[config.mk]
export PLATFORM = sky130hd
export DESIGN_NAME = assembly_line_tokenizer_flat
export DESIGN_NICKNAME = d
export VERILOG_FILES = /design/src/design/altok_pkg.sv /design/src/design/altok_if.sv /design/src/design/altok_cell.sv /design/src/design/assembly_line_tokenizer.sv /design/src/flat_wrapper.sv
export SDC_FILE = /design/constraint.sdc
export NUM_CORES = 1
export LEC_CHECK = 0
export BUFFER_PORTS_ARGS = -buffer_cell sky130_fd_sc_hd__buf_4
export CAP_MARGIN = 20
export CORE_MARGIN = 4
export CORE_UTILIZATION = 35
export DETAILED_ROUTE_END_ITERATION = 7
export SYNTH_ARGS = -nofsm -noshare
export SYNTH_HDL_FRONTEND = slang
export SYNTH_HIERARCHICAL = 1
export SYNTH_SLANG_ARGS = --single-unit
[constraint.sdc]
create_clock -name clk_i -period 4.8 [get_ports clk_i]
set_clock_uncertainty 0.15 [all_clocks]
set_input_delay 0.72 -clock clk_i [delete_from_list [all_inputs] [get_ports clk_i]]
set_output_delay 0.72 -clock clk_i [all_outputs]
set_load 0.02 [all_outputs]
[src/design/altok_pkg.sv]
// Package for the assembly line tokenizer: token kinds, character codes
// and the control bundle shared by the buffer cells. No dependencies.
`default_nettype none

package altok_pkg;

  // Token kind, also used as the phase of the line scanner.
  typedef enum logic [1:0] {
    KIND_LABEL   = 2'd0,
    KIND_OPCODE  = 2'd1,
    KIND_OPERAND = 2'd2,
    KIND_COMMENT = 2'd3
  } kind_e;

  // Characters with a meaning to the scanner.
  localparam logic [7:0] CH_QUOTE = 8'h22;
  localparam logic [7:0] CH_SEMI  = 8'h3B;
  localparam logic [7:0] CH_COLON = 8'h3A;
  localparam logic [7:0] CH_LF    = 8'h0A;
  localparam logic [7:0] CH_CR    = 8'h0D;
  localparam logic [7:0] CH_TAB   = 8'h09;
  localparam logic [7:0] CH_SPACE = 8'h20;
  localparam logic [7:0] CH_COMMA = 8'h2C;

  // Control common to every buffer cell in a cycle.
  typedef struct packed {
    logic       shift;
    logic [7:0] data;
  } cell_ctrl_t;

endpackage

`default_nettype wire

[src/design/altok_if.sv]
// Handshake interfaces for the tokenizer: the character request channel
// and the token character channel. No dependencies.
`default_nettype none

interface altok_in_if;
  logic       valid;
  logic       ready;
  logic [7:0] ch;
  logic       end_of_text;

  modport source (output valid, ch, end_of_text, input ready);
  modport sink   (input valid, ch, end_of_text, output ready);
endinterface

interface altok_out_if;
  logic       valid;
  logic       ready;
  logic [7:0] out_char;
  logic [1:0] token_kind;
  logic       token_end;
  logic       truncated;

  modport source (output valid, out_char, token_kind, token_end, truncated, input ready);
  modport sink   (input valid, out_char, token_kind, token_end, truncated, output ready);
endinterface

`default_nettype wire

[src/design/altok_cell.sv]
// One byte cell of the token buffer chain. It is written in place when the
// scanner stores a character and shifts toward cell zero while emitting.
// Depends on altok_pkg.
`default_nettype none

module altok_cell (
  input  wire logic                   clk_i,
  input  wire altok_pkg::cell_ctrl_t  ctrl_i,
  input  wire logic                   load_i,
  input  wire logic [7:0]             next_i,
  output logic [7:0]                  data_o
);
  import altok_pkg::*;

  logic [7:0] data_q, data_d;

  // Shift wins; stores never happen during an emission.
  always_comb begin
    data_d = data_q;
    if (ctrl_i.shift) begin
      data_d = next_i;
    end else if (load_i) begin
      data_d = ctrl_i.data;
    end
  end

  always_ff @(posedge clk_i) begin
    data_q <= data_d;
  end

  assign data_o = data_q;

endmodule

`default_nettype wire

[src/design/assembly_line_tokenizer.sv]
// Assembly line tokenizer top level: line scanner control and the chain of
// buffer cells. Depends on altok_pkg, altok_if and altok_cell.
//
// Usage: source characters arrive on in_i, one request per character, with
// end_of_text set on the last one of a text. A character is taken whenever
// no token is being delivered. When a character ends a non-empty token, the
// token leaves on out_o one character per request, starting in the cycle
// after the ending character, tagged with its kind, with token_end on its
// final character and truncated set on all of them if the buffer overflowed.
// A token keeps in_i.ready low until its final character has been taken.
// The buffer is a row of MAX_TOKEN_LEN byte cells; characters are written in
// place and the row shifts one cell toward the output per delivered request.
// When the receiver stalls, the current character is held and the row stops.
// Reset clears the phase, the literal flag, the length and the overflow flag
// and leaves no emission pending. end_of_text discards the unfinished token
// after the character has been handled as usual.
`default_nettype none

module assembly_line_tokenizer #(
  parameter int MAX_TOKEN_LEN = 32
) (
  input  wire logic   clk_i,
  input  wire logic   rst_ni,
  altok_in_if.sink    in_i,
  altok_out_if.source out_o
);
  import altok_pkg::*;

  localparam int LW = $clog2(MAX_TOKEN_LEN + 1);

  kind_e          phase_q, phase_d;
  logic           lit_q, lit_d;
  logic [LW-1:0]  len_q, len_d;
  logic           ovf_q, ovf_d;
  logic [LW-1:0]  rem_q, rem_d;
  kind_e          kind_q, kind_d;
  logic           trunc_q, trunc_d;

  logic           in_fire, out_fire;
  logic           store, emit;
  kind_e          emit_kind;
  logic [7:0]     ch;
  logic           is_sep;
  cell_ctrl_t     ctrl;
  logic [7:0]     cell_data [MAX_TOKEN_LEN];

  assign ch       = in_i.ch;
  assign in_i.ready = (rem_q == '0);
  assign in_fire  = in_i.valid && in_i.ready;
  assign out_fire = out_o.valid && out_o.ready;
  assign is_sep   = (ch == CH_SEMI) || (ch == CH_COLON) || (ch == CH_SPACE) ||
                    (ch == CH_TAB) || (ch == CH_COMMA);

  // Character classification and next scanner state.
  always_comb begin
    phase_d   = phase_q;
    lit_d     = lit_q;
    len_d     = len_q;
    ovf_d     = ovf_q;
    rem_d     = rem_q;
    kind_d    = kind_q;
    trunc_d   = trunc_q;
    store     = 1'b0;
    emit      = 1'b0;
    emit_kind = KIND_OPCODE;

    if (out_fire) begin
      rem_d = rem_q - LW'(1);
    end

    if (in_fire) begin
      if (ch == CH_QUOTE) begin
        lit_d = !lit_q;
        store = 1'b1;
      end else if (ch == CH_CR) begin
        // Carriage returns are ignored.
      end else if (ch == CH_LF) begin
        lit_d   = 1'b0;
        emit    = 1'b1;
        emit_kind = (phase_q == KIND_LABEL || phase_q == KIND_OPCODE) ?
                    KIND_OPCODE : phase_q;
        phase_d = KIND_LABEL;
      end else if (is_sep && lit_q) begin
        store = 1'b1;
      end else if (ch == CH_SEMI) begin
        phase_d = KIND_COMMENT;
      end else if (ch == CH_COLON) begin
        if (phase_q == KIND_LABEL) begin
          emit      = 1'b1;
          emit_kind = KIND_LABEL;
          phase_d   = KIND_OPCODE;
        end
      end else if (ch == CH_SPACE || ch == CH_TAB) begin
        if (len_q != '0 && (phase_q == KIND_LABEL || phase_q == KIND_OPCODE)) begin
          emit      = 1'b1;
          emit_kind = KIND_OPCODE;
          phase_d   = KIND_OPERAND;
        end
      end else if (ch == CH_COMMA) begin
        if (phase_q == KIND_OPERAND) begin
          emit      = 1'b1;
          emit_kind = KIND_OPERAND;
        end
      end else begin
        store = 1'b1;
      end

      // Store into the next free cell or mark the token as truncated.
      if (store) begin
        if (len_q < LW'(MAX_TOKEN_LEN)) begin
          len_d = len_q + LW'(1);
        end else begin
          ovf_d = 1'b1;
        end
      end

      // Hand a finished token to the output side.
      if (emit) begin
        if (len_q != '0) begin
          rem_d   = len_q;
          kind_d  = emit_kind;
          trunc_d = ovf_q;
        end
        len_d = '0;
        ovf_d = 1'b0;
      end

      // End of text drops the unfinished token and restarts the scanner.
      if (in_i.end_of_text) begin
        phase_d = KIND_LABEL;
        lit_d   = 1'b0;
        len_d   = '0;
        ovf_d   = 1'b0;
      end
    end
  end

  always_ff @(posedge clk_i or negedge rst_ni) begin
    if (!rst_ni) begin
      phase_q <= KIND_LABEL;
      lit_q   <= 1'b0;
      len_q   <= '0;
      ovf_q   <= 1'b0;
      rem_q   <= '0;
      kind_q  <= KIND_LABEL;
      trunc_q <= 1'b0;
    end else begin
      phase_q <= phase_d;
      lit_q   <= lit_d;
      len_q   <= len_d;
      ovf_q   <= ovf_d;
      rem_q   <= rem_d;
      kind_q  <= kind_d;
      trunc_q <= trunc_d;
    end
  end

  // Chain of buffer cells; cell zero feeds the output.
  assign ctrl.shift = out_fire;
  assign ctrl.data  = ch;

  for (genvar i = 0; i < MAX_TOKEN_LEN; i++) begin : g_cell
    logic [7:0] next_data;
    logic       load;
    if (i == MAX_TOKEN_LEN - 1) begin : g_tail
      assign next_data = 8'h00;
    end else begin : g_mid
      assign next_data = cell_data[i+1];
    end
    assign load = store && (len_q == LW'(i));
    altok_cell u_cell (
      .clk_i  (clk_i),
      .ctrl_i (ctrl),
      .load_i (load),
      .next_i (next_data),
      .data_o (cell_data[i])
    );
  end

  // Output channel.
  assign out_o.valid      = (rem_q != '0);
  assign out_o.out_char   = cell_data[0];
  assign out_o.token_kind = kind_q;
  assign out_o.token_end  = (rem_q == LW'(1));
  assign out_o.truncated  = trunc_q;

endmodule

`default_nettype wire

[src/flat_wrapper.sv]
// flat-port wrapper written by rule: the top's interface ports become plain ports
module assembly_line_tokenizer_flat import altok_pkg::*;
#(
  parameter int MAX_TOKEN_LEN = 32
)
  (clk_i, rst_ni, in_i_valid, in_i_ch, in_i_end_of_text, in_i_ready, out_o_valid, out_o_out_char, out_o_token_kind, out_o_token_end, out_o_truncated, out_o_ready);
  altok_in_if in_i_i ();
  altok_out_if out_o_i ();
  input  wire logic clk_i;
  input  wire logic rst_ni;
  input wire logic [$bits(in_i_i.valid)-1:0] in_i_valid;
  input wire logic [$bits(in_i_i.ch)-1:0] in_i_ch;
  input wire logic [$bits(in_i_i.end_of_text)-1:0] in_i_end_of_text;
  output wire logic [$bits(in_i_i.ready)-1:0] in_i_ready;
  output wire logic [$bits(out_o_i.valid)-1:0] out_o_valid;
  output wire logic [$bits(out_o_i.out_char)-1:0] out_o_out_char;
  output wire logic [$bits(out_o_i.token_kind)-1:0] out_o_token_kind;
  output wire logic [$bits(out_o_i.token_end)-1:0] out_o_token_end;
  output wire logic [$bits(out_o_i.truncated)-1:0] out_o_truncated;
  input wire logic [$bits(out_o_i.ready)-1:0] out_o_ready;
  assign in_i_i.valid = in_i_valid;
  assign in_i_i.ch = in_i_ch;
  assign in_i_i.end_of_text = in_i_end_of_text;
  assign in_i_ready = in_i_i.ready;
  assign out_o_valid = out_o_i.valid;
  assign out_o_out_char = out_o_i.out_char;
  assign out_o_token_kind = out_o_i.token_kind;
  assign out_o_token_end = out_o_i.token_end;
  assign out_o_truncated = out_o_i.truncated;
  assign out_o_i.ready = out_o_ready;
  assembly_line_tokenizer #(.MAX_TOKEN_LEN(MAX_TOKEN_LEN)) u_core (.clk_i(clk_i), .rst_ni(rst_ni), .in_i(in_i_i), .out_o(out_o_i));
endmodule
==> impl_results.html <==
<table>
<tr><th>Metric</th><th>Value</th></tr>
<tr><th colspan="2">Clock network</th></tr>
<tr><td>Clock Sink Count</td><td>~280</td></tr>
<tr><td>Number of buffers added to fix hold violations after cts</td><td>1</td></tr>
<tr><td>Clk Tree Root Cell</td><td>sky130_fd_sc_hd__clkbuf_16</td></tr>
<tr><td>Maximum count of clock buffers along a single path</td><td>3</td></tr>
<tr><td>CTS tree</td><td>built</td></tr>
<tr><td>Clock-pin slew reported for the worst setup and hold paths after clock tree synthesis</td><td>~60 ps</td></tr>
<tr><td>Buffer count from post-CTS setup fixing</td><td>0</td></tr>
<tr><td>Resized cells post-CTS</td><td>0</td></tr>
<tr><td>TritonCTS Buffers</td><td>28</td></tr>
<tr><td>Worst-Skew Late Latency</td><td>540 ps</td></tr>
<tr><td>Htree depth</td><td>1</td></tr>
<tr><th colspan="2">Placed design</th></tr>
<tr><td>Placed cell count</td><td>around 1300</td></tr>
<tr><td>Cell area after placement</td><td>around 14000 µm²</td></tr>
<tr><td>Port buffer count</td><td>26</td></tr>
<tr><td>HPWL after DPL</td><td>approximately 15 mm</td></tr>
<tr><td>Gpl congestion</td><td>about 0.8</td></tr>
<tr><th colspan="2">Floorplan</th></tr>
<tr><td>Initial core utilization</td><td>roughly a third</td></tr>
<tr><td>Core area</td><td>between 30000 and 40000 µm²</td></tr>
<tr><td>Die span in y</td><td>between 200 and 250 µm</td></tr>
<tr><td>Top-level I/O count</td><td>27</td></tr>
<tr><td>Die Footprint</td><td>42220 µm²</td></tr>
<tr><td>Die extent in x</td><td>around 210 µm</td></tr>
<tr><td>Floorplan row count</td><td>approximately 70</td></tr>
<tr><th colspan="2">Worst setup path</th></tr>
<tr><td>R2R cell count</td><td>8</td></tr>
<tr><td>Maximum net fanout on the critical path</td><td>roughly 110</td></tr>
<tr><td>Worst setup path startpoint</td><td>u_core/rem_q[0]</td></tr>
<tr><td>Cell Chain, Critical Path</td><td>inv_1 -&gt; ha_1 -&gt; or3b_2 -&gt; o31ai_1 -&gt; buf_4 -&gt; inv_8 -&gt; buf_12 -&gt; or2_1</td></tr>
<tr><td>Delay of the slowest critical-path stage</td><td>about 700 ps</td></tr>
<tr><td>Startpoint of the worst register-to-register path</td><td>u_core/rem_q[0]</td></tr>
<tr><td>Element type at the critical path end</td><td>flip-flop</td></tr>
<tr><td>Critical path data arrival time</td><td>3300 ps</td></tr>
<tr><td>Startpoint types</td><td>flip-flop</td></tr>
<tr><td>Crit path kind</td><td>reg -&gt; reg</td></tr>
<tr><td>Slowest cell on crit path</td><td>sky130_fd_sc_hd__inv_8</td></tr>
<tr><td>Req. time, crit path</td><td>between 4000 and 5000 ps</td></tr>
<tr><th colspan="2">Global routing</th></tr>
<tr><td>Total gr overflow</td><td>0</td></tr>
<tr><td>GRT Resource Usage Total</td><td>between 10 and 15%</td></tr>
<tr><td>Via count of the first global-routing pass</td><td>roughly 6400</td></tr>
<tr><td>Pin count of the biggest net entering global routing</td><td>113</td></tr>
<tr><td>Initial antenna violation count</td><td>0</td></tr>
<tr><td>First-pass GRT wire length</td><td>between 30 and 40 mm</td></tr>
<tr><th colspan="2">Layout</th></tr>
<tr><td>Post-route standard cell area excluding fillers</td><td>15160 µm²</td></tr>
<tr><td>Final core utilization</td><td>between 30 and 40%</td></tr>
<tr><td>Non-Filler Instances</td><td>~1300</td></tr>
<tr><td>Final #Nets</td><td>between 800 and 900</td></tr>
<tr><td># diodes</td><td>0</td></tr>
<tr><td>Layout cells sized above 1</td><td>about two fifths</td></tr>
<tr><td>Area delta synth-&gt;final</td><td>11.07%</td></tr>
<tr><th colspan="2">STA</th></tr>
<tr><td>Rel. slew slack</td><td>29.57%</td></tr>
<tr><td>Pin slew with the least headroom to its limit</td><td>between 1000 and 1500 ps</td></tr>
<tr><td>Total negative slack for setup checks</td><td>0 ps</td></tr>
<tr><td>Post-route worst hold slack</td><td>around 260 ps</td></tr>
<tr><td>Fin crit share</td><td>about two thirds</td></tr>
<tr><td>Final hold violation count</td><td>0</td></tr>
<tr><td>Number of failing setup endpoints in the final timing report</td><td>0</td></tr>
<tr><td>Number of pins exceeding their max-slew limit in the final report</td><td>0</td></tr>
<tr><td>Minimum clock period after layout</td><td>between 3000 and 4000 ps</td></tr>
<tr><td>RSZ-0062 raised after global routing</td><td>false</td></tr>
<tr><td>Fmax</td><td>slightly above 0.3 GHz</td></tr>
<tr><th colspan="2">Pwr</th></tr>
<tr><td>Static leakage</td><td>approximately 6 nW</td></tr>
<tr><td>Peak supply drop</td><td>between 200 and 300 µV</td></tr>
<tr><td>Total power per unit cell area</td><td>approximately 450 nW/µm²</td></tr>
<tr><th colspan="2">Synth</th></tr>
<tr><td>Flip-flop and latch count after synthesis</td><td>approximately 280</td></tr>
<tr><td>Biggest area consumer among synthesized cells</td><td>sky130_fd_sc_hd__edfxtp_1</td></tr>
<tr><td>Syn Std Cell Area</td><td>13650 µm²</td></tr>
<tr><td>Number of different library cells in the post-synthesis netlist</td><td>50</td></tr>
<tr><td>Top-area cell type share of the netlist area</td><td>56.32%</td></tr>
<tr><td>Cells after Synth</td><td>~770</td></tr>
<tr><td>Synth area leaders</td><td>sky130_fd_sc_hd__edfxtp_1, sky130_fd_sc_hd__mux2_4, sky130_fd_sc_hd__dfrtp_1</td></tr>
<tr><td>Synthesis Warnings</td><td>6</td></tr>
<tr><td>Mean post-synth cell area</td><td>about 18 µm²</td></tr>
<tr><td>Post-synthesis sequential area ratio</td><td>~60%</td></tr>
<tr><td>Post-synth EDFFs</td><td>approximately 260</td></tr>
<tr><td>Share of flip-flops with an asynchronous set or reset after synthesis</td><td>under 10%</td></tr>
<tr><td>Flip-flop cell with the highest count after synthesis</td><td>sky130_fd_sc_hd__edfxtp_1</td></tr>
<tr><th colspan="2">Detailed routing</th></tr>
<tr><td>Number of search-and-repair iterations in the first detailed-routing pass</td><td>5</td></tr>
<tr><td>Initial DRC count</td><td>448</td></tr>
<tr><td>Per-cell routed wire length</td><td>18.19 µm</td></tr>
<tr><td>Via count normalized by instance count</td><td>around 4.8</td></tr>
<tr><td>Number of vias after detailed routing</td><td>roughly 6400</td></tr>
<tr><td>Number of DRC violations after detailed routing</td><td>0</td></tr>
<tr><td>Routed wire length</td><td>~24 mm</td></tr>
<tr><td>Count of antenna-violating nets left after detailed routing</td><td>0</td></tr>
<tr><th colspan="2">Run</th></tr>
<tr><td>Number of max-cap violations</td><td>0</td></tr>
<tr><th colspan="2">Hold path</th></tr>
<tr><td>Path type of the worst min-delay path</td><td>in -&gt; reg</td></tr>
<tr><td>Hold Startpoint</td><td>in_i_end_of_text</td></tr>
<tr><td>Cell depth of the worst min-delay path</td><td>2</td></tr>
<tr><th colspan="2">Outcome</th></tr>
<tr><td>Status</td><td>finished clean</td></tr>
</table>
critical path: cells and delay by family (launching register included):
family | cells | cell delay [ps]
AND/OR/NAND/NOR | 2 | 610
buffers and inverters | 4 | 1340
AO/OA/AOI/OAI | 1 | 60
flip-flops | 1 | 370
adder cells (fa/ha/maj) | 1 | 230
logic make-up (layout without fill, tap and decap cells):
group | after synthesis | count (layout) | synth area share [%]
flops | 275 | 275 | 59.80
other cells | 1 | 8 | 0.02747
buf+inv | 48 | 96 | 3.190
simple gates | 137 | 137 | 5.289
xor+xnor | 5 | 5 | 0.3209
compound gates | 39 | 39 | 2.145
mux | 261 | 261 | 28.67
fa+ha+maj | 6 | 6 | 0.5500
power by group:
| group | switching [mW] | total [mW] | leakage (nW) | internal, mW |
|---|---|---|---|---|
| Sequential | 0.154 | 3.30 | 2.75 | 3.15 |
| Clock | 0.850 | 2.16 | 0.435 | 1.31 |
| Combinational | 0.600 | 1.32 | 2.80 | 0.716 |
| Total | 1.60 | 6.78 | 5.98 | 5.17 |
flip-flops by register name (all words and copies together) (netlist names):
register                     cells
u_core/phase_q                   2
u_core/lit_q                     1
u_core/out_o.truncated           1
u_core/rem_q                     6
u_core/g_cell.u_cell/data_o    256
u_core/out_o.token_kind          2
u_core/len_q                     6
u_core/ovf_q                     1
through the flow:
step	setup WS, ps	power (mW)
4_1_cts	1504	6.865
2_1_floorplan	1439	4.390
3_3_place_gp	1122	4.640
5_1_grt	1284	7.087
3_5_place_dp	1097	4.668
6_report	1550	6.779
worst paths after layout:
kind	endpoint	slack [ps]
worst max register to register	u_core/g_cell[2].u_cell/data_o[4]	1550
min in group asynchronous	u_core/rem_q[5]	440
max in group asynchronous	u_core/out_o.token_kind[0]	3850
worst max-delay path	u_core/g_cell[2].u_cell/data_o[4]	1550
worst min register to register	u_core/out_o.truncated	370
worst min-delay path	u_core/lit_q	260
synthesized netlist by cell type, types with 2 or more instances:
cell type and number:
sky130_fd_sc_hd__a31oi_1 3, sky130_fd_sc_hd__dfrtp_1 19, sky130_fd_sc_hd__o211ai_1 2, sky130_fd_sc_hd__nand2_1 21
sky130_fd_sc_hd__a21o_1 3, sky130_fd_sc_hd__a211oi_1 2, sky130_fd_sc_hd__buf_6 34, sky130_fd_sc_hd__inv_1 9
sky130_fd_sc_hd__or2_1 32, sky130_fd_sc_hd__clkbuf_1 5, sky130_fd_sc_hd__xnor2_1 3, sky130_fd_sc_hd__nor3_1 4
sky130_fd_sc_hd__a21oi_1 4, sky130_fd_sc_hd__o31a_1 2, sky130_fd_sc_hd__nand4_1 2, sky130_fd_sc_hd__and2_1 3
sky130_fd_sc_hd__o31ai_1 2, sky130_fd_sc_hd__nand3_1 6, sky130_fd_sc_hd__a31o_2 3, sky130_fd_sc_hd__or4_1 2
sky130_fd_sc_hd__nor2b_1 3, sky130_fd_sc_hd__mux2_4 260, sky130_fd_sc_hd__or3_1 2, sky130_fd_sc_hd__nand3b_1 2
sky130_fd_sc_hd__nand2b_1 7, sky130_fd_sc_hd__edfxtp_1 256, sky130_fd_sc_hd__o21ai_0 7, sky130_fd_sc_hd__nor4bb_1 3
sky130_fd_sc_hd__xor2_1 2, sky130_fd_sc_hd__nor2_1 40, sky130_fd_sc_hd__and3_1 2, sky130_fd_sc_hd__ha_1 6
sky130_fd_sc_hd__o2bb2ai_1 4
layout make-up:
class | count | area [µm²]
fillers | 3512 | 23490
flip-flops and latches | 275 | 8163
multi-input cells | 456 | 5077
clock buffers | 39 | 763.2
well taps | 518 | 648.1
repair buffers | 38 | 325.3
clock inverters | 10 | 142.6
inverters | 9 | 41.29
layer usage:
metal	routed length (µm)	global-route usage [%]
met1	11550	16.39
met2	10530	16.96
met3	1907	3.483
met4	471	2.727
met5	0	0
placed cells by master, fill, tap and decap left out, types with 6 or more instances in the layout:
master,n
sky130_fd_sc_hd__buf_4,34
sky130_fd_sc_hd__clkbuf_1,10
sky130_fd_sc_hd__clkbuf_16,29
sky130_fd_sc_hd__clkinv_1,6
sky130_fd_sc_hd__conb_1,8
sky130_fd_sc_hd__dfrtp_1,19
sky130_fd_sc_hd__edfxtp_1,256
sky130_fd_sc_hd__ha_1,6
sky130_fd_sc_hd__inv_1,8
sky130_fd_sc_hd__mux2_4,260
sky130_fd_sc_hd__nand2_1,21
sky130_fd_sc_hd__nand2b_1,7
sky130_fd_sc_hd__nand3_1,6
sky130_fd_sc_hd__nor2_1,40
sky130_fd_sc_hd__o21ai_0,7
sky130_fd_sc_hd__or2_1,32
(Power assumes the default switching activity.)
